===== src/design/msg_pkg.sv =====
// ----------------------------------------------------------------------------
// msg_pkg: shared definitions of the motion setpoint generator
// Mode and register codes, beat layouts and fraction widths.
// ----------------------------------------------------------------------------
package msg_pkg;

   // fine increments are counted in units of 1/FINE_UNIT of an encoder count
   localparam int FINE_SHIFT = 8;
   localparam int FINE_UNIT  = 1 << FINE_SHIFT;
   localparam int SPD_FRAC_W = FINE_SHIFT + 1;  // signed remainder of speed integration
   localparam int RMP_FRAC_W = FINE_SHIFT;      // unsigned remainder of the ramp

   localparam int POS_W   = 32;
   localparam int PWM_W   = 16;
   localparam int MODE_W  = 3;
   localparam int SPEED_W = 31;

   // drive modes
   localparam logic [MODE_W-1:0] MODE_HOMING   = 3'd0;
   localparam logic [MODE_W-1:0] MODE_SPEED    = 3'd1;
   localparam logic [MODE_W-1:0] MODE_POSITION = 3'd2;
   localparam logic [MODE_W-1:0] MODE_PWM      = 3'd3;
   localparam logic [MODE_W-1:0] MODE_ERROR    = 3'd4;
   localparam logic [MODE_W-1:0] MODE_IDLE     = 3'd5;

   // configuration registers
   localparam int CSR_INDEX_W = 2;
   localparam logic [CSR_INDEX_W-1:0] REG_MIN_POSITION   = 2'd0;
   localparam logic [CSR_INDEX_W-1:0] REG_MAX_POSITION   = 2'd1;
   localparam logic [CSR_INDEX_W-1:0] REG_MAX_SPEED      = 2'd2;
   localparam logic [CSR_INDEX_W-1:0] REG_SYNC_INCREMENT = 2'd3;

   localparam logic [SPEED_W-1:0] MAX_SPEED_RST = 31'd65536;
   localparam logic [SPEED_W-1:0] SYNC_INC_RST  = 31'd256;

   // request beat layout
   localparam int REQ_TDATA_W      = 120;
   localparam int REQ_ENC_LSB      = 0;
   localparam int REQ_ENABLE_BIT   = 32;
   localparam int REQ_LIMIT_UP_BIT = 33;
   localparam int REQ_LIMIT_DN_BIT = 34;
   localparam int REQ_HOME_BIT     = 35;
   localparam int REQ_SPEED_LSB    = 36;
   localparam int REQ_TARGET_LSB   = 68;
   localparam int REQ_PWM_LSB      = 100;
   localparam int REQ_INDEX_BIT    = 116;

   // response beat layout
   localparam int RSP_TDATA_W       = 88;
   localparam int RSP_ECHO_LSB      = 0;
   localparam int RSP_REF_LSB       = 32;
   localparam int RSP_STATUS_LSB    = 64;
   localparam int RSP_SWITCH_LSB    = 67;
   localparam int RSP_PWM_LSB       = 70;
   localparam int RSP_INDEX_REQ_BIT = 86;

   // status and switch bit positions
   localparam int STATUS_SYNC  = 0;
   localparam int STATUS_LIMIT = 1;
   localparam int STATUS_ERROR = 2;
   localparam int SWITCH_UP    = 0;
   localparam int SWITCH_DOWN  = 1;
   localparam int SWITCH_HOME  = 2;

   typedef struct packed {
      logic [2:0]              switches;
      logic [2:0]              status;
      logic signed [POS_W-1:0] reference;
   } rsp_state_type;

   function automatic logic is_position_mode(input logic [MODE_W-1:0] mode);
      return (mode == MODE_HOMING) || (mode == MODE_SPEED) || (mode == MODE_POSITION);
   endfunction

endpackage


===== src/design/motion_setpoint_generator_top.sv =====
// ----------------------------------------------------------------------------
// motion_setpoint_generator_top: per-tick servo setpoint generator
// rsp_tvalid rises when an accepted req beat passes from the input register into the result register.
// Throughput: one beat per cycle while rsp_tready is high; one register stage does a whole tick.
// Reset clears the valid flags and tick state and loads register defaults; last mode reads idle.
// ----------------------------------------------------------------------------
module motion_setpoint_generator_top
   import msg_pkg::*;
(
   input  logic                   clock,
   input  logic                   reset,
   input  logic                   req_tvalid,
   output logic                   req_tready,
   // encoder_position, enable_pin, limit_up_pin, limit_down_pin, home_pin,
   // speed_command, target_position, pwm_command, index_found, zero pad
   input  logic [REQ_TDATA_W-1:0] req_tdata,
   // drive_mode
   input  logic [MODE_W-1:0]      req_tuser,
   output logic                   rsp_tvalid,
   input  logic                   rsp_tready,
   // position_echo, position_reference, status_bits, switch_bits, pwm_out,
   // index_request, zero pad
   output logic [RSP_TDATA_W-1:0] rsp_tdata,
   // pwm_direct
   output logic [0:0]             rsp_tuser,
   input  logic                   csr_valid,
   output logic                   csr_ready,
   input  logic [CSR_INDEX_W-1:0] csr_index,
   input  logic [POS_W-1:0]       csr_data
);

   // configuration registers
   logic signed [POS_W-1:0] min_pos_ff, max_pos_ff;
   logic [SPEED_W-1:0]      max_speed_ff, sync_inc_ff;

   // pipeline control
   logic in_vld_ff, in_vld_in, out_vld_ff, out_vld_in, adv;
   logic [REQ_TDATA_W-1:0] in_data_ff;
   logic [MODE_W-1:0]      in_user_ff;
   logic [RSP_TDATA_W-1:0] rsp_data_ff, rsp_data_in;
   logic                   rsp_user_ff, rsp_user_in;

   // tick state
   logic signed [POS_W-1:0]      last_pos_ff, fine_ff, ref_ff;
   logic signed [POS_W-1:0]      fine_in, ref_in;
   logic [MODE_W-1:0]            last_mode_ff;
   logic signed [SPD_FRAC_W-1:0] spd_frac_ff, spd_frac_in;
   logic [RMP_FRAC_W-1:0]        rmp_frac_ff, rmp_frac_in;
   logic home_seen_ff, home_seen_in, limit_ff, limit_in;
   logic sync_ff, sync_in, iw_ff, iw_in;

   // decoded input
   logic [MODE_W-1:0]       mode;
   logic signed [POS_W-1:0] enc, speed_cmd, target, delta;
   logic signed [PWM_W-1:0] pwm_cmd;
   logic enable_pin, lim_up_pin, lim_dn_pin, home_pin, idx_found;

   // per-mode working values
   logic signed [POS_W-1:0] fine_new, fine_home, fine_clamp;
   logic sync_idx, iw_idx, sync_home, iw_home, hs_home;
   logic signed [POS_W:0] speed_ext, max_speed_ext;

   logic signed [POS_W:0]        spd_sum, spd_adj, spd_coarse, spd_rem;
   logic signed [POS_W-1:0]      ref_spd;
   logic signed [POS_W:0]        fine_ext, mag_ext;
   logic [POS_W:0]               rmp_sum;
   logic [POS_W-FINE_SHIFT:0]    rmp_coarse;
   logic signed [POS_W+1:0]      ref_up, ref_dn, target_ext;
   logic signed [POS_W-1:0]      ref_rmp;
   logic [POS_W:0]               clamp_spd, clamp_rmp;
   logic signed [PWM_W-1:0]      pwm_out;
   logic                         limits_off;

   function automatic logic [POS_W:0] clamp_ref(input logic signed [POS_W-1:0] r,
                                                input logic signed [POS_W-1:0] lo,
                                                input logic signed [POS_W-1:0] hi);
      logic [POS_W:0] res;
      res = {1'b0, r};
      if (lo == hi) begin
         res = {1'b0, r};
      end else if (r < lo) begin
         res = {1'b1, lo};
      end else if (r > hi) begin
         res = {1'b1, hi};
      end
      return res;
   endfunction

   assign csr_ready = 1'b1;

   always_ff @(posedge clock) begin
      if (reset) begin
         min_pos_ff   <= '0;
         max_pos_ff   <= '0;
         max_speed_ff <= MAX_SPEED_RST;
         sync_inc_ff  <= SYNC_INC_RST;
      end else if (csr_valid) begin
         unique case (csr_index)
            REG_MIN_POSITION:   min_pos_ff   <= csr_data;
            REG_MAX_POSITION:   max_pos_ff   <= csr_data;
            REG_MAX_SPEED:      max_speed_ff <= csr_data[SPEED_W-1:0];
            REG_SYNC_INCREMENT: sync_inc_ff  <= csr_data[SPEED_W-1:0];
            default: ;
         endcase
      end
   end

   // handshake: input register and result register, each refilled as it drains
   assign adv        = in_vld_ff && (!out_vld_ff || rsp_tready);
   assign req_tready = !in_vld_ff || adv;
   assign in_vld_in  = req_tready ? req_tvalid : in_vld_ff;
   assign out_vld_in = adv ? 1'b1 : (rsp_tready ? 1'b0 : out_vld_ff);

   always_ff @(posedge clock) begin
      if (reset) begin
         in_vld_ff  <= 1'b0;
         out_vld_ff <= 1'b0;
      end else begin
         in_vld_ff  <= in_vld_in;
         out_vld_ff <= out_vld_in;
      end
   end

   always_ff @(posedge clock) begin
      if (req_tready) begin
         in_data_ff <= req_tdata;
         in_user_ff <= req_tuser;
      end
      if (adv) begin
         rsp_data_ff <= rsp_data_in;
         rsp_user_ff <= rsp_user_in;
      end
   end

   assign rsp_tvalid = out_vld_ff;
   assign rsp_tdata  = rsp_data_ff;
   assign rsp_tuser  = rsp_user_ff;

   // field decode
   assign mode       = in_user_ff;
   assign enc        = in_data_ff[REQ_ENC_LSB +: POS_W];
   assign enable_pin = in_data_ff[REQ_ENABLE_BIT];
   assign lim_up_pin = in_data_ff[REQ_LIMIT_UP_BIT];
   assign lim_dn_pin = in_data_ff[REQ_LIMIT_DN_BIT];
   assign home_pin   = in_data_ff[REQ_HOME_BIT];
   assign speed_cmd  = in_data_ff[REQ_SPEED_LSB +: POS_W];
   assign target     = in_data_ff[REQ_TARGET_LSB +: POS_W];
   assign pwm_cmd    = in_data_ff[REQ_PWM_LSB +: PWM_W];
   assign idx_found  = in_data_ff[REQ_INDEX_BIT];
   assign delta      = enc - last_pos_ff;
   assign limits_off = (min_pos_ff == max_pos_ff);

   // index completion, then the homing search
   always_comb begin
      sync_idx = sync_ff;
      iw_idx   = iw_ff;
      if (idx_found && iw_ff) begin
         sync_idx = 1'b1;
         iw_idx   = 1'b0;
      end
      sync_home = sync_idx;
      iw_home   = iw_idx;
      hs_home   = home_seen_ff;
      fine_home = fine_ff;
      if (last_mode_ff != MODE_HOMING) begin
         sync_home = 1'b0;
         hs_home   = 1'b0;
         fine_home = delta;
      end
      if (sync_home) begin
         fine_home = '0;
      end else if (home_pin) begin
         hs_home   = 1'b1;
         fine_home = $signed({1'b0, sync_inc_ff});
      end else if (hs_home) begin
         iw_home = 1'b1;
      end else begin
         fine_home = -$signed({1'b0, sync_inc_ff});
      end
   end

   // speed clamp
   assign speed_ext     = {speed_cmd[POS_W-1], speed_cmd};
   assign max_speed_ext = $signed({2'b00, max_speed_ff});
   always_comb begin
      fine_clamp = speed_cmd;
      if (speed_ext > max_speed_ext) begin
         fine_clamp = max_speed_ext[POS_W-1:0];
      end else if (speed_ext < -max_speed_ext) begin
         fine_clamp = -max_speed_ext[POS_W-1:0];
      end
   end

   always_comb begin
      case (mode)
         MODE_HOMING: fine_new = fine_home;
         MODE_SPEED:  fine_new = fine_clamp;
         default:     fine_new = speed_cmd;
      endcase
   end

   // speed integration, quotient truncated toward zero
   assign spd_sum    = {fine_new[POS_W-1], fine_new} +
                       {{(POS_W+1-SPD_FRAC_W){spd_frac_ff[SPD_FRAC_W-1]}}, spd_frac_ff};
   assign spd_adj    = spd_sum + (spd_sum[POS_W] ? $signed((POS_W+1)'(FINE_UNIT - 1))
                                                 : $signed((POS_W+1)'(0)));
   assign spd_coarse = spd_adj >>> FINE_SHIFT;
   assign spd_rem    = spd_sum - (spd_coarse <<< FINE_SHIFT);
   assign ref_spd    = ref_ff + spd_coarse[POS_W-1:0];

   // ramp toward the target
   assign fine_ext   = {fine_new[POS_W-1], fine_new};
   assign mag_ext    = fine_new[POS_W-1] ? -fine_ext : fine_ext;
   assign rmp_sum    = mag_ext + {{(POS_W+1-RMP_FRAC_W){1'b0}}, rmp_frac_ff};
   assign rmp_coarse = rmp_sum[POS_W:FINE_SHIFT];
   assign ref_up     = {{2{ref_ff[POS_W-1]}}, ref_ff} + {{(FINE_SHIFT+1){1'b0}}, rmp_coarse};
   assign ref_dn     = {{2{ref_ff[POS_W-1]}}, ref_ff} - {{(FINE_SHIFT+1){1'b0}}, rmp_coarse};
   assign target_ext = {{2{target[POS_W-1]}}, target};
   always_comb begin
      if (target_ext > ref_up) begin
         ref_rmp = ref_up[POS_W-1:0];
      end else if (target_ext < ref_dn) begin
         ref_rmp = ref_dn[POS_W-1:0];
      end else begin
         ref_rmp = target;
      end
   end

   assign clamp_spd = clamp_ref(ref_spd, min_pos_ff, max_pos_ff);
   assign clamp_rmp = clamp_ref(ref_rmp, min_pos_ff, max_pos_ff);

   // next state and result
   always_comb begin
      fine_in      = fine_ff;
      ref_in       = ref_ff;
      spd_frac_in  = spd_frac_ff;
      rmp_frac_in  = rmp_frac_ff;
      home_seen_in = home_seen_ff;
      limit_in     = limit_ff;
      sync_in      = sync_idx;
      iw_in        = iw_idx;
      pwm_out      = '0;
      case (mode)
         MODE_HOMING: begin
            fine_in      = fine_new;
            sync_in      = sync_home;
            iw_in        = iw_home;
            home_seen_in = hs_home;
            spd_frac_in  = spd_rem[SPD_FRAC_W-1:0];
            ref_in       = ref_spd;
         end
         MODE_SPEED: begin
            fine_in     = fine_new;
            spd_frac_in = spd_rem[SPD_FRAC_W-1:0];
            ref_in      = clamp_spd[POS_W-1:0];
            limit_in    = clamp_spd[POS_W];
         end
         MODE_POSITION: begin
            fine_in     = fine_new;
            rmp_frac_in = rmp_sum[RMP_FRAC_W-1:0];
            ref_in      = clamp_rmp[POS_W-1:0];
            limit_in    = clamp_rmp[POS_W];
         end
         MODE_PWM: begin
            pwm_out  = pwm_cmd;
            limit_in = 1'b0;
            if (!limits_off && (enc < min_pos_ff)) begin
               limit_in = 1'b1;
               if (pwm_cmd[PWM_W-1]) begin
                  pwm_out = '0;
               end
            end else if (!limits_off && (enc > max_pos_ff)) begin
               limit_in = 1'b1;
               if (!pwm_cmd[PWM_W-1]) begin
                  pwm_out = '0;
               end
            end
         end
         default: ;
      endcase
      // coming from a mode without a reference: restart from the encoder
      if (is_position_mode(mode) && !is_position_mode(last_mode_ff)) begin
         ref_in = enc;
      end
   end

   always_comb begin
      rsp_data_in = '0;
      rsp_data_in[RSP_ECHO_LSB +: POS_W]                = enc;
      rsp_data_in[RSP_REF_LSB +: POS_W]                 = ref_in;
      rsp_data_in[RSP_STATUS_LSB + STATUS_SYNC]         = sync_in;
      rsp_data_in[RSP_STATUS_LSB + STATUS_LIMIT]        = limit_in;
      rsp_data_in[RSP_STATUS_LSB + STATUS_ERROR]        = enable_pin || (mode == MODE_ERROR);
      rsp_data_in[RSP_SWITCH_LSB + SWITCH_UP]           = !lim_up_pin;
      rsp_data_in[RSP_SWITCH_LSB + SWITCH_DOWN]         = !lim_dn_pin;
      rsp_data_in[RSP_SWITCH_LSB + SWITCH_HOME]         = !home_pin;
      rsp_data_in[RSP_PWM_LSB +: PWM_W]                 = pwm_out;
      rsp_data_in[RSP_INDEX_REQ_BIT]                    = iw_in;
      rsp_user_in = !is_position_mode(mode);
   end

   always_ff @(posedge clock) begin
      if (reset) begin
         last_pos_ff  <= '0;
         last_mode_ff <= MODE_IDLE;
         fine_ff      <= '0;
         ref_ff       <= '0;
         spd_frac_ff  <= '0;
         rmp_frac_ff  <= '0;
         home_seen_ff <= 1'b0;
         limit_ff     <= 1'b0;
         sync_ff      <= 1'b0;
         iw_ff        <= 1'b0;
      end else if (adv) begin
         last_pos_ff  <= enc;
         last_mode_ff <= mode;
         fine_ff      <= fine_in;
         ref_ff       <= ref_in;
         spd_frac_ff  <= spd_frac_in;
         rmp_frac_ff  <= rmp_frac_in;
         home_seen_ff <= home_seen_in;
         limit_ff     <= limit_in;
         sync_ff      <= sync_in;
         iw_ff        <= iw_in;
      end
   end

endmodule


===== config.mk =====
export PLATFORM = sky130hd
export DESIGN_NAME = motion_setpoint_generator_top
export DESIGN_NICKNAME = d
export VERILOG_FILES = /design/src/design/msg_pkg.sv /design/src/design/motion_setpoint_generator_top.sv
export SDC_FILE = /design/constraint.sdc
export NUM_CORES = 2
export LEC_CHECK = 0
export ABC_AREA = 1
export BUFFER_PORTS_ARGS = -buffer_cell sky130_fd_sc_hd__buf_2
export CORE_MARGIN = 4
export CORE_UTILIZATION = 35
export DETAILED_ROUTE_END_ITERATION = 8
export PLACE_DENSITY = 0.53
export SLEW_MARGIN = 25
export SYNTH_ARGS = -nofsm -noshare
export SYNTH_HDL_FRONTEND = slang
export SYNTH_SLANG_ARGS = --single-unit

===== constraint.sdc =====
create_clock -name clock -period 17.82 [get_ports clock]
set_clock_uncertainty 0.2 [all_clocks]
set_input_delay 2.673 -clock clock [delete_from_list [all_inputs] [get_ports clock]]
set_output_delay 2.673 -clock clock [all_outputs]
set_load 0.01 [all_outputs]

### Word level (Yosys, flattened, before mapping)

Index checks and enable logic that the tools add are counted.
Widths: inputs -> output; s select.

* flip-flop bits (word level): 456

* add/subtract/negate cells: 12
* $lt $le $gt $ge: 10
* equal/unequal tests: 10
* mux-type cells: 39
* reduce and logical (&&, ||, !) cells: 35

Operator list (number)
* $mux 32: 9
* $mux 33: 7
* $gt 32x32->1: 4
* $lt 32x32->1: 3
* $pmux 32 s3: 1
* $lt 32x33->1: 2
* $neg 31->32: 2
* $pmux 32 s2: 1
* $mux 16: 3
* $add 32x26->33: 1
* $add 32x9->33: 1
* $add 33x8->33: 1
* $add 33x9->33: 1
* $gt 32x33->1: 1
* $neg 31->33: 1
* $neg 32->33: 1
* $sub 32x26->33: 1
* $add 32x32->32: 1
* $eq 32x32->1: 1
* $sub 32x32->32: 1
* $reduce_and 2->1: 8
* $mux 1: 15
* $mux 15: 1
* $eq 3x2->1 const B: 3
* 16 further kinds: 36

### Longest topological paths before layout

* word-level depth: 19
* mapped depth: 106
* depth with buffers taken out: 102

### Worst setup path before layout

Ideal clock, no wire load.

* path kind: reg-to-reg
* from: reg max_speed_ff[1]
* to: reg ref_ff[28]
* setup time: 114 ps
* data arrival time: 12345 ps
* required time: 17506 ps
* slack: 5161 ps
* stages on the path, launching flop included: 94
* path buffers: 6
* period minus slack after synthesis: 12659 ps
* cells stage by stage: dfxtp_1 > inv_1 > ha_1 > nand3_1 > nor4_1 > nand4_1 > nor4_1 > a21oi_1 > nor2_1 > inv_1 > ha_1 > a21oi_1 > nor2_1 > nor2_1 > nand2_1 > a21oi_2 > nand4_2 > nand2_4 > (+58 left out) > a21oi_1 > nor2_1 > a211oi_1 > a21oi_1 > a2111oi_0 > nand2_1 > or3_1 > nand3_1 > clkbuf_1 > a21oi_1 > nand2_1 > nand3_1 > nand2_1 > nand2_1 > nand2_1 > nand3_1 > nand2_1 > inv_1

* cells in the longest elaborated chain, start to end: 18
* elaborated cells on any way between the ends: 32
* those cells by class: 9 x add/sub; 8 x order compare; 15 x mux

RTL lines
* start: declaration: line motion_setpoint_generator_top.sv:34 `logic [SPEED_W-1:0] max_speed_ff, sync_inc_ff;`
* start signal: assignment: line motion_setpoint_generator_top.sv:101 `REG_MAX_SPEED: max_speed_ff <= csr_data[SPEED_W-1:0];`
* $neg 31->33: line motion_setpoint_generator_top.sv:189 `end else if (speed_ext < -max_speed_ext) begin`
* $lt 32x33->1: line motion_setpoint_generator_top.sv:189
* $mux 32: line motion_setpoint_generator_top.sv:189
* $mux 32 (*): line motion_setpoint_generator_top.sv:187 `if (speed_ext > max_speed_ext) begin`
* $pmux 32 s2 (*): line motion_setpoint_generator_top.sv:195 `case (mode)`
* named net fine_new[31]: line motion_setpoint_generator_top.sv:59 `logic signed [POS_W-1:0] fine_new, fine_home, fine_clamp;`
* $neg 32->33: line motion_setpoint_generator_top.sv:213 `assign mag_ext = fine_new[POS_W-1] ? -fine_ext : fine_ext;`
* $mux 33: line motion_setpoint_generator_top.sv:213
* (+3 left out)
* $mux 32: line motion_setpoint_generator_top.sv:222 `end else if (target_ext < ref_dn) begin`
* $mux 32: line motion_setpoint_generator_top.sv:220 `if (target_ext > ref_up) begin`
* $gt 32x32->1: line motion_setpoint_generator_top.sv:83 `end else if (r > hi) begin`
* $mux 33: line motion_setpoint_generator_top.sv:83
* $mux 33: line motion_setpoint_generator_top.sv:81 `end else if (r < lo) begin`
* $mux 33: line motion_setpoint_generator_top.sv:79 `if (lo == hi) begin`
* $pmux 32 s3 (*): line motion_setpoint_generator_top.sv:243 `case (mode)`
* $mux 32 (*): line motion_setpoint_generator_top.sv:282 `if (is_position_mode(mode) && !is_position_mode(last_mode_ff)) begin`
* end signal: assignment: line motion_setpoint_generator_top.sv:318 `ref_ff <= ref_in;`
* end: declaration: line motion_setpoint_generator_top.sv:44 `logic signed [POS_W-1:0] last_pos_ff, fine_ff, ref_ff;`

The timed path passes the listed nets; every way through them passes the cells marked *.
A chain may end at the register's enable or synchronous reset.

### Final worst setup path

* from: reg max_speed_ff[1]
* to: reg ref_ff[21]

* cells in the longest elaborated chain, start to end: 18
* elaborated cells on any way between the ends: 32
* those cells by class: 9 x add/sub; 8 x order compare; 15 x mux

RTL lines
* $neg 31->33: line motion_setpoint_generator_top.sv:189
* $lt 32x33->1: line motion_setpoint_generator_top.sv:189
* $mux 32: line motion_setpoint_generator_top.sv:189
* $mux 32 (*): line motion_setpoint_generator_top.sv:187
* $pmux 32 s2 (*): line motion_setpoint_generator_top.sv:195
* $neg 32->33: line motion_setpoint_generator_top.sv:213
* $mux 33: line motion_setpoint_generator_top.sv:213
* $add 33x8->33: line motion_setpoint_generator_top.sv:214 `assign rmp_sum = mag_ext + {{(POS_W+1-RMP_FRAC_W){1'b0}}, rmp_frac_ff};`
* (+2 left out)
* $mux 32: line motion_setpoint_generator_top.sv:222
* $mux 32: line motion_setpoint_generator_top.sv:220
* $gt 32x32->1: line motion_setpoint_generator_top.sv:83
* $mux 33: line motion_setpoint_generator_top.sv:83
* $mux 33: line motion_setpoint_generator_top.sv:81
* $mux 33: line motion_setpoint_generator_top.sv:79
* $pmux 32 s3 (*): line motion_setpoint_generator_top.sv:243
* $mux 32 (*): line motion_setpoint_generator_top.sv:282

Every way passes the cells marked *; elsewhere a longest branch is shown, timed or not.

==> flow_metrics.env <==
export IMPL_synth_top_family_by_area="simple AND/OR/NAND/NOR gates"
export IMPL_rsz0062_at_grt="false"
export IMPL_status="finished, final reports clean"
export IMPL_cts_setup_buffers=0
export IMPL_synthCells=5517
export IMPL_synth_area_sq_um=38400
export IMPL_synth_mux_area_share_pct=0
export IMPL_synth_most_common_cell="nand2_1"
export IMPL_power_switching_mw=1.97
export IMPL_layout_nets=6350
export IMPL_antenna_found_initial=13
export IMPL_dp_slack_ns=2.22
export IMPL_synth_top_cell_area_share_pct=16.3
export IMPL_grt_usage_pct=24.7
export IMPL_ant_nets=0
export IMPL_vias=37600
export IMPL_startpoint_type="flip-flop"
export IMPL_grt_pass1_wl_um=219000
export IMPL_drc_errors=0
export IMPL_ys_async_sr_fraction_pct=0
export IMPL_synthSimpleGateAreaFrac_pct=26.5
export IMPL_cp_data_required_time_ns=18.16
export IMPL_yosysSeqAreaShare_pct=27.5
export IMPL_slew_violations=0
export IMPL_path_class="flip-flop to flip-flop"
export IMPL_irDropWorstVdd_mv=0.0747
export IMPL_synth_compound_area_share_pct=17.1
export IMPL_clkLatencyLatePin_ns=0.65
export IMPL_drive_gt1_share_pct=10.8
export IMPL_worst_ep_arrival_time_ns=16.13
export IMPL_fin_area_sq_um=43300
export IMPL_yosys_cell_types_count=73
export IMPL_gr_total_overflow=0
export IMPL_power_share_switching_pct=44.1
export IMPL_synthXorXnorAreaFrac_pct=4.52
export IMPL_routed_wl_um=147000
export IMPL_synth_fa_ha_area_share_pct=14.9
export IMPL_synth_ff_type="dfxtp_1"
export IMPL_num_rows=121
export IMPL_htree_levels=2
export IMPL_core_area_sq_um=109000
export IMPL_syn_avg_cell_area_sq_um=6.96
export IMPL_cp_end_kind="flip-flop"
export IMPL_min_path_type="flip-flop to flip-flop"
export IMPL_die_x_um=339
export IMPL_start_util_pct=35.3
export IMPL_leakagePower_nw=20.9
export IMPL_cts_tree="done"
export IMPL_portBuffers=248
export IMPL_crit_top_cell="nand2_1"
export IMPL_drt_pass1_iterations=5
export IMPL_fin_setup_tns_ns=0
export IMPL_clock_sinks=424
export IMPL_cts_buffer_depth=3
export IMPL_post_dp_hpwl_um=118000
export IMPL_slowest_delay_ns=0.59
export IMPL_grt_max_degree=91
export IMPL_pwr_share_seq_pct=25.5
export IMPL_cts_resized=0
export IMPL_relSlewSlack_pct=26.4
export IMPL_cts_buffers=54
export IMPL_die_area_sq_um=115000
export IMPL_pin_count=254
export IMPL_viasPerCell=5.22
export IMPL_synth_common_cells="nand2_1, inv_1, a21oi_1"
export IMPL_nFillCells=11600
export IMPL_setup_ws_ns=2.02
export IMPL_cts_root_buf="clkbuf_16"
export IMPL_globalplace_congestion=0.940
export IMPL_fin_crit_sh_pct=88.6
export IMPL_postCtsHoldBufs=0
export IMPL_ys_seq_elements=424
export IMPL_period_minus_slack_ns=15.80
export IMPL_detailed_place_area_sq_um=41400
export IMPL_slowest_stage="o21bai_1"
export IMPL_cap_violations=0
export IMPL_worst_pin_slew_ns=1.09
export IMPL_finalHoldWorstSlack_ns=0.297
export IMPL_drt_iter0_markers=2949
export IMPL_power_density_nw_per_um2=103
export IMPL_clkTransAtPathRegs_ns=0.06
export IMPL_yosys_area_top_type="edfxtp_1"
export IMPL_fmax_mhz=63.3
export IMPL_area_growth_pct=12.6
export IMPL_hold_viol_final=0
export IMPL_wire_per_inst_um=20.4
export IMPL_die_y_um=339
export IMPL_grt_pass1_vias=35500
export IMPL_finalSetupViolCount=0
export IMPL_clockPowerShare_pct=25.4
export IMPL_p_int_mw=2.50
export IMPL_power_frac_comb_pct=49.1
export IMPL_yosys_warnings=0
export IMPL_synth_edff_count=208
export IMPL_cp_max_fo=17
export IMPL_synth_area_top_cells="edfxtp_1, ha_1, nand2_1"
stage by stage:
step	power [mW]	std cells	utilization [%]
CTS	4.47	7193	39.7
finish	4.46	7198	39.7
global route	4.79	7198	39.7
global placement	3.28	7093	38.1
detailed placement	3.31	7093	38.1
floorplan	2.57	5519	-
state kept, by name, summed over array words and instances (netlist names), 31 cells and up:
name          cells
max_pos_ff       32
rsp_tdata        87
fine_ff          32
max_speed_ff     31
sync_inc_ff      31
ref_ff           32
min_pos_ff       32
in_data_ff      117
cell families (layout without fill, tap and decap cells):
kind of cell / Yosys count / in the layout
flip-flops: 424 / 424
AND/OR/NAND/NOR: 2312 / 2312
buffers and inverters: 947 / 1207
other: 2 / 9
XOR/XNOR: 192 / 192
adder cells (fa/ha/maj): 453 / 453
AO/OA/AOI/OAI: 1187 / 1187
worst max-delay path, delay by kind of cell (launching register included):
kind | cells | cell delay, ns
compound gates | 13 | 3.04
buf+inv | 12 | 1.26
fa+ha+maj | 7 | 2.17
xor+xnor | 2 | 0.38
simple gates | 58 | 8.27
flops | 1 | 0.31
placed cells by master (no fill, tap or decap), drive strengths merged, types with 11 or more instances in the layout:
cell type  instances
o221ai            11
o21ai            421
nand3b            27
a211oi            22
o21bai            24
a31oi             19
nor2             469
nor3              50
ha               448
xnor2             26
a21o              18
a21oi            543
o21a              12
a21boi            15
clkinv            25
edfxtp           208
a221oi            33
nand3            297
dfxtp            216
or2               16
buf              341
o211ai            40
xor2             166
nand4             87
clkbuf            69
nor4              23
nand2           1328
inv              764
routing by layer:
layer / share of wire (%) / vias up / track usage [%]
li1: - / 18900 / -
met1: 45 / 17400 / 33.7
met2: 46 / 1169 / 41.4
met3: 5.9 / 191 / 2.47
met4: 2.8 / 0 / 7.57
met5: 0 / - / 0
worst paths after layout:
path | from | to | slack, ns | cells past startpoint
setup / recovery | max_speed_ff[1]$_SDFFE_PP0P_ | ref_ff[21]$_SDFFE_PP0P_ | 2.02 | 92
hold / removal | home_seen_ff$_SDFFE_PP0P_ | home_seen_ff$_SDFFE_PP0P_ | 0.30 | 1
setup reg to reg | max_speed_ff[1]$_SDFFE_PP0P_ | ref_ff[21]$_SDFFE_PP0P_ | 2.02 | 92
hold reg to reg | home_seen_ff$_SDFFE_PP0P_ | home_seen_ff$_SDFFE_PP0P_ | 0.30 | 1
layout make-up:
class / count / area, sq um / share of cell area, %
multi-input cells: 4148 / 24200 / 56.0
diodes: 5 / 12.5 / 0.0289
flip-flops and latches: 424 / 10600 / 24.4
clock buffers: 69 / 1480 / 3.43
repair buffers: 341 / 2000 / 4.63
inverters: 766 / 2880 / 6.67
clock inverters: 31 / 320 / 0.740
well taps: 1414 / 1770 / 4.09
power groups by stage:
stage               Clock [mW]  Sequential (mW)  Combinational (mW)
floorplan                    0             1.14                1.43
global placement             0             1.16                2.12
detailed placement           0             1.16                2.15
CTS                       1.17             1.14                2.16
global route              1.20             1.15                2.45
finish                    1.13             1.14                2.19
(Power assumes the default switching activity.)
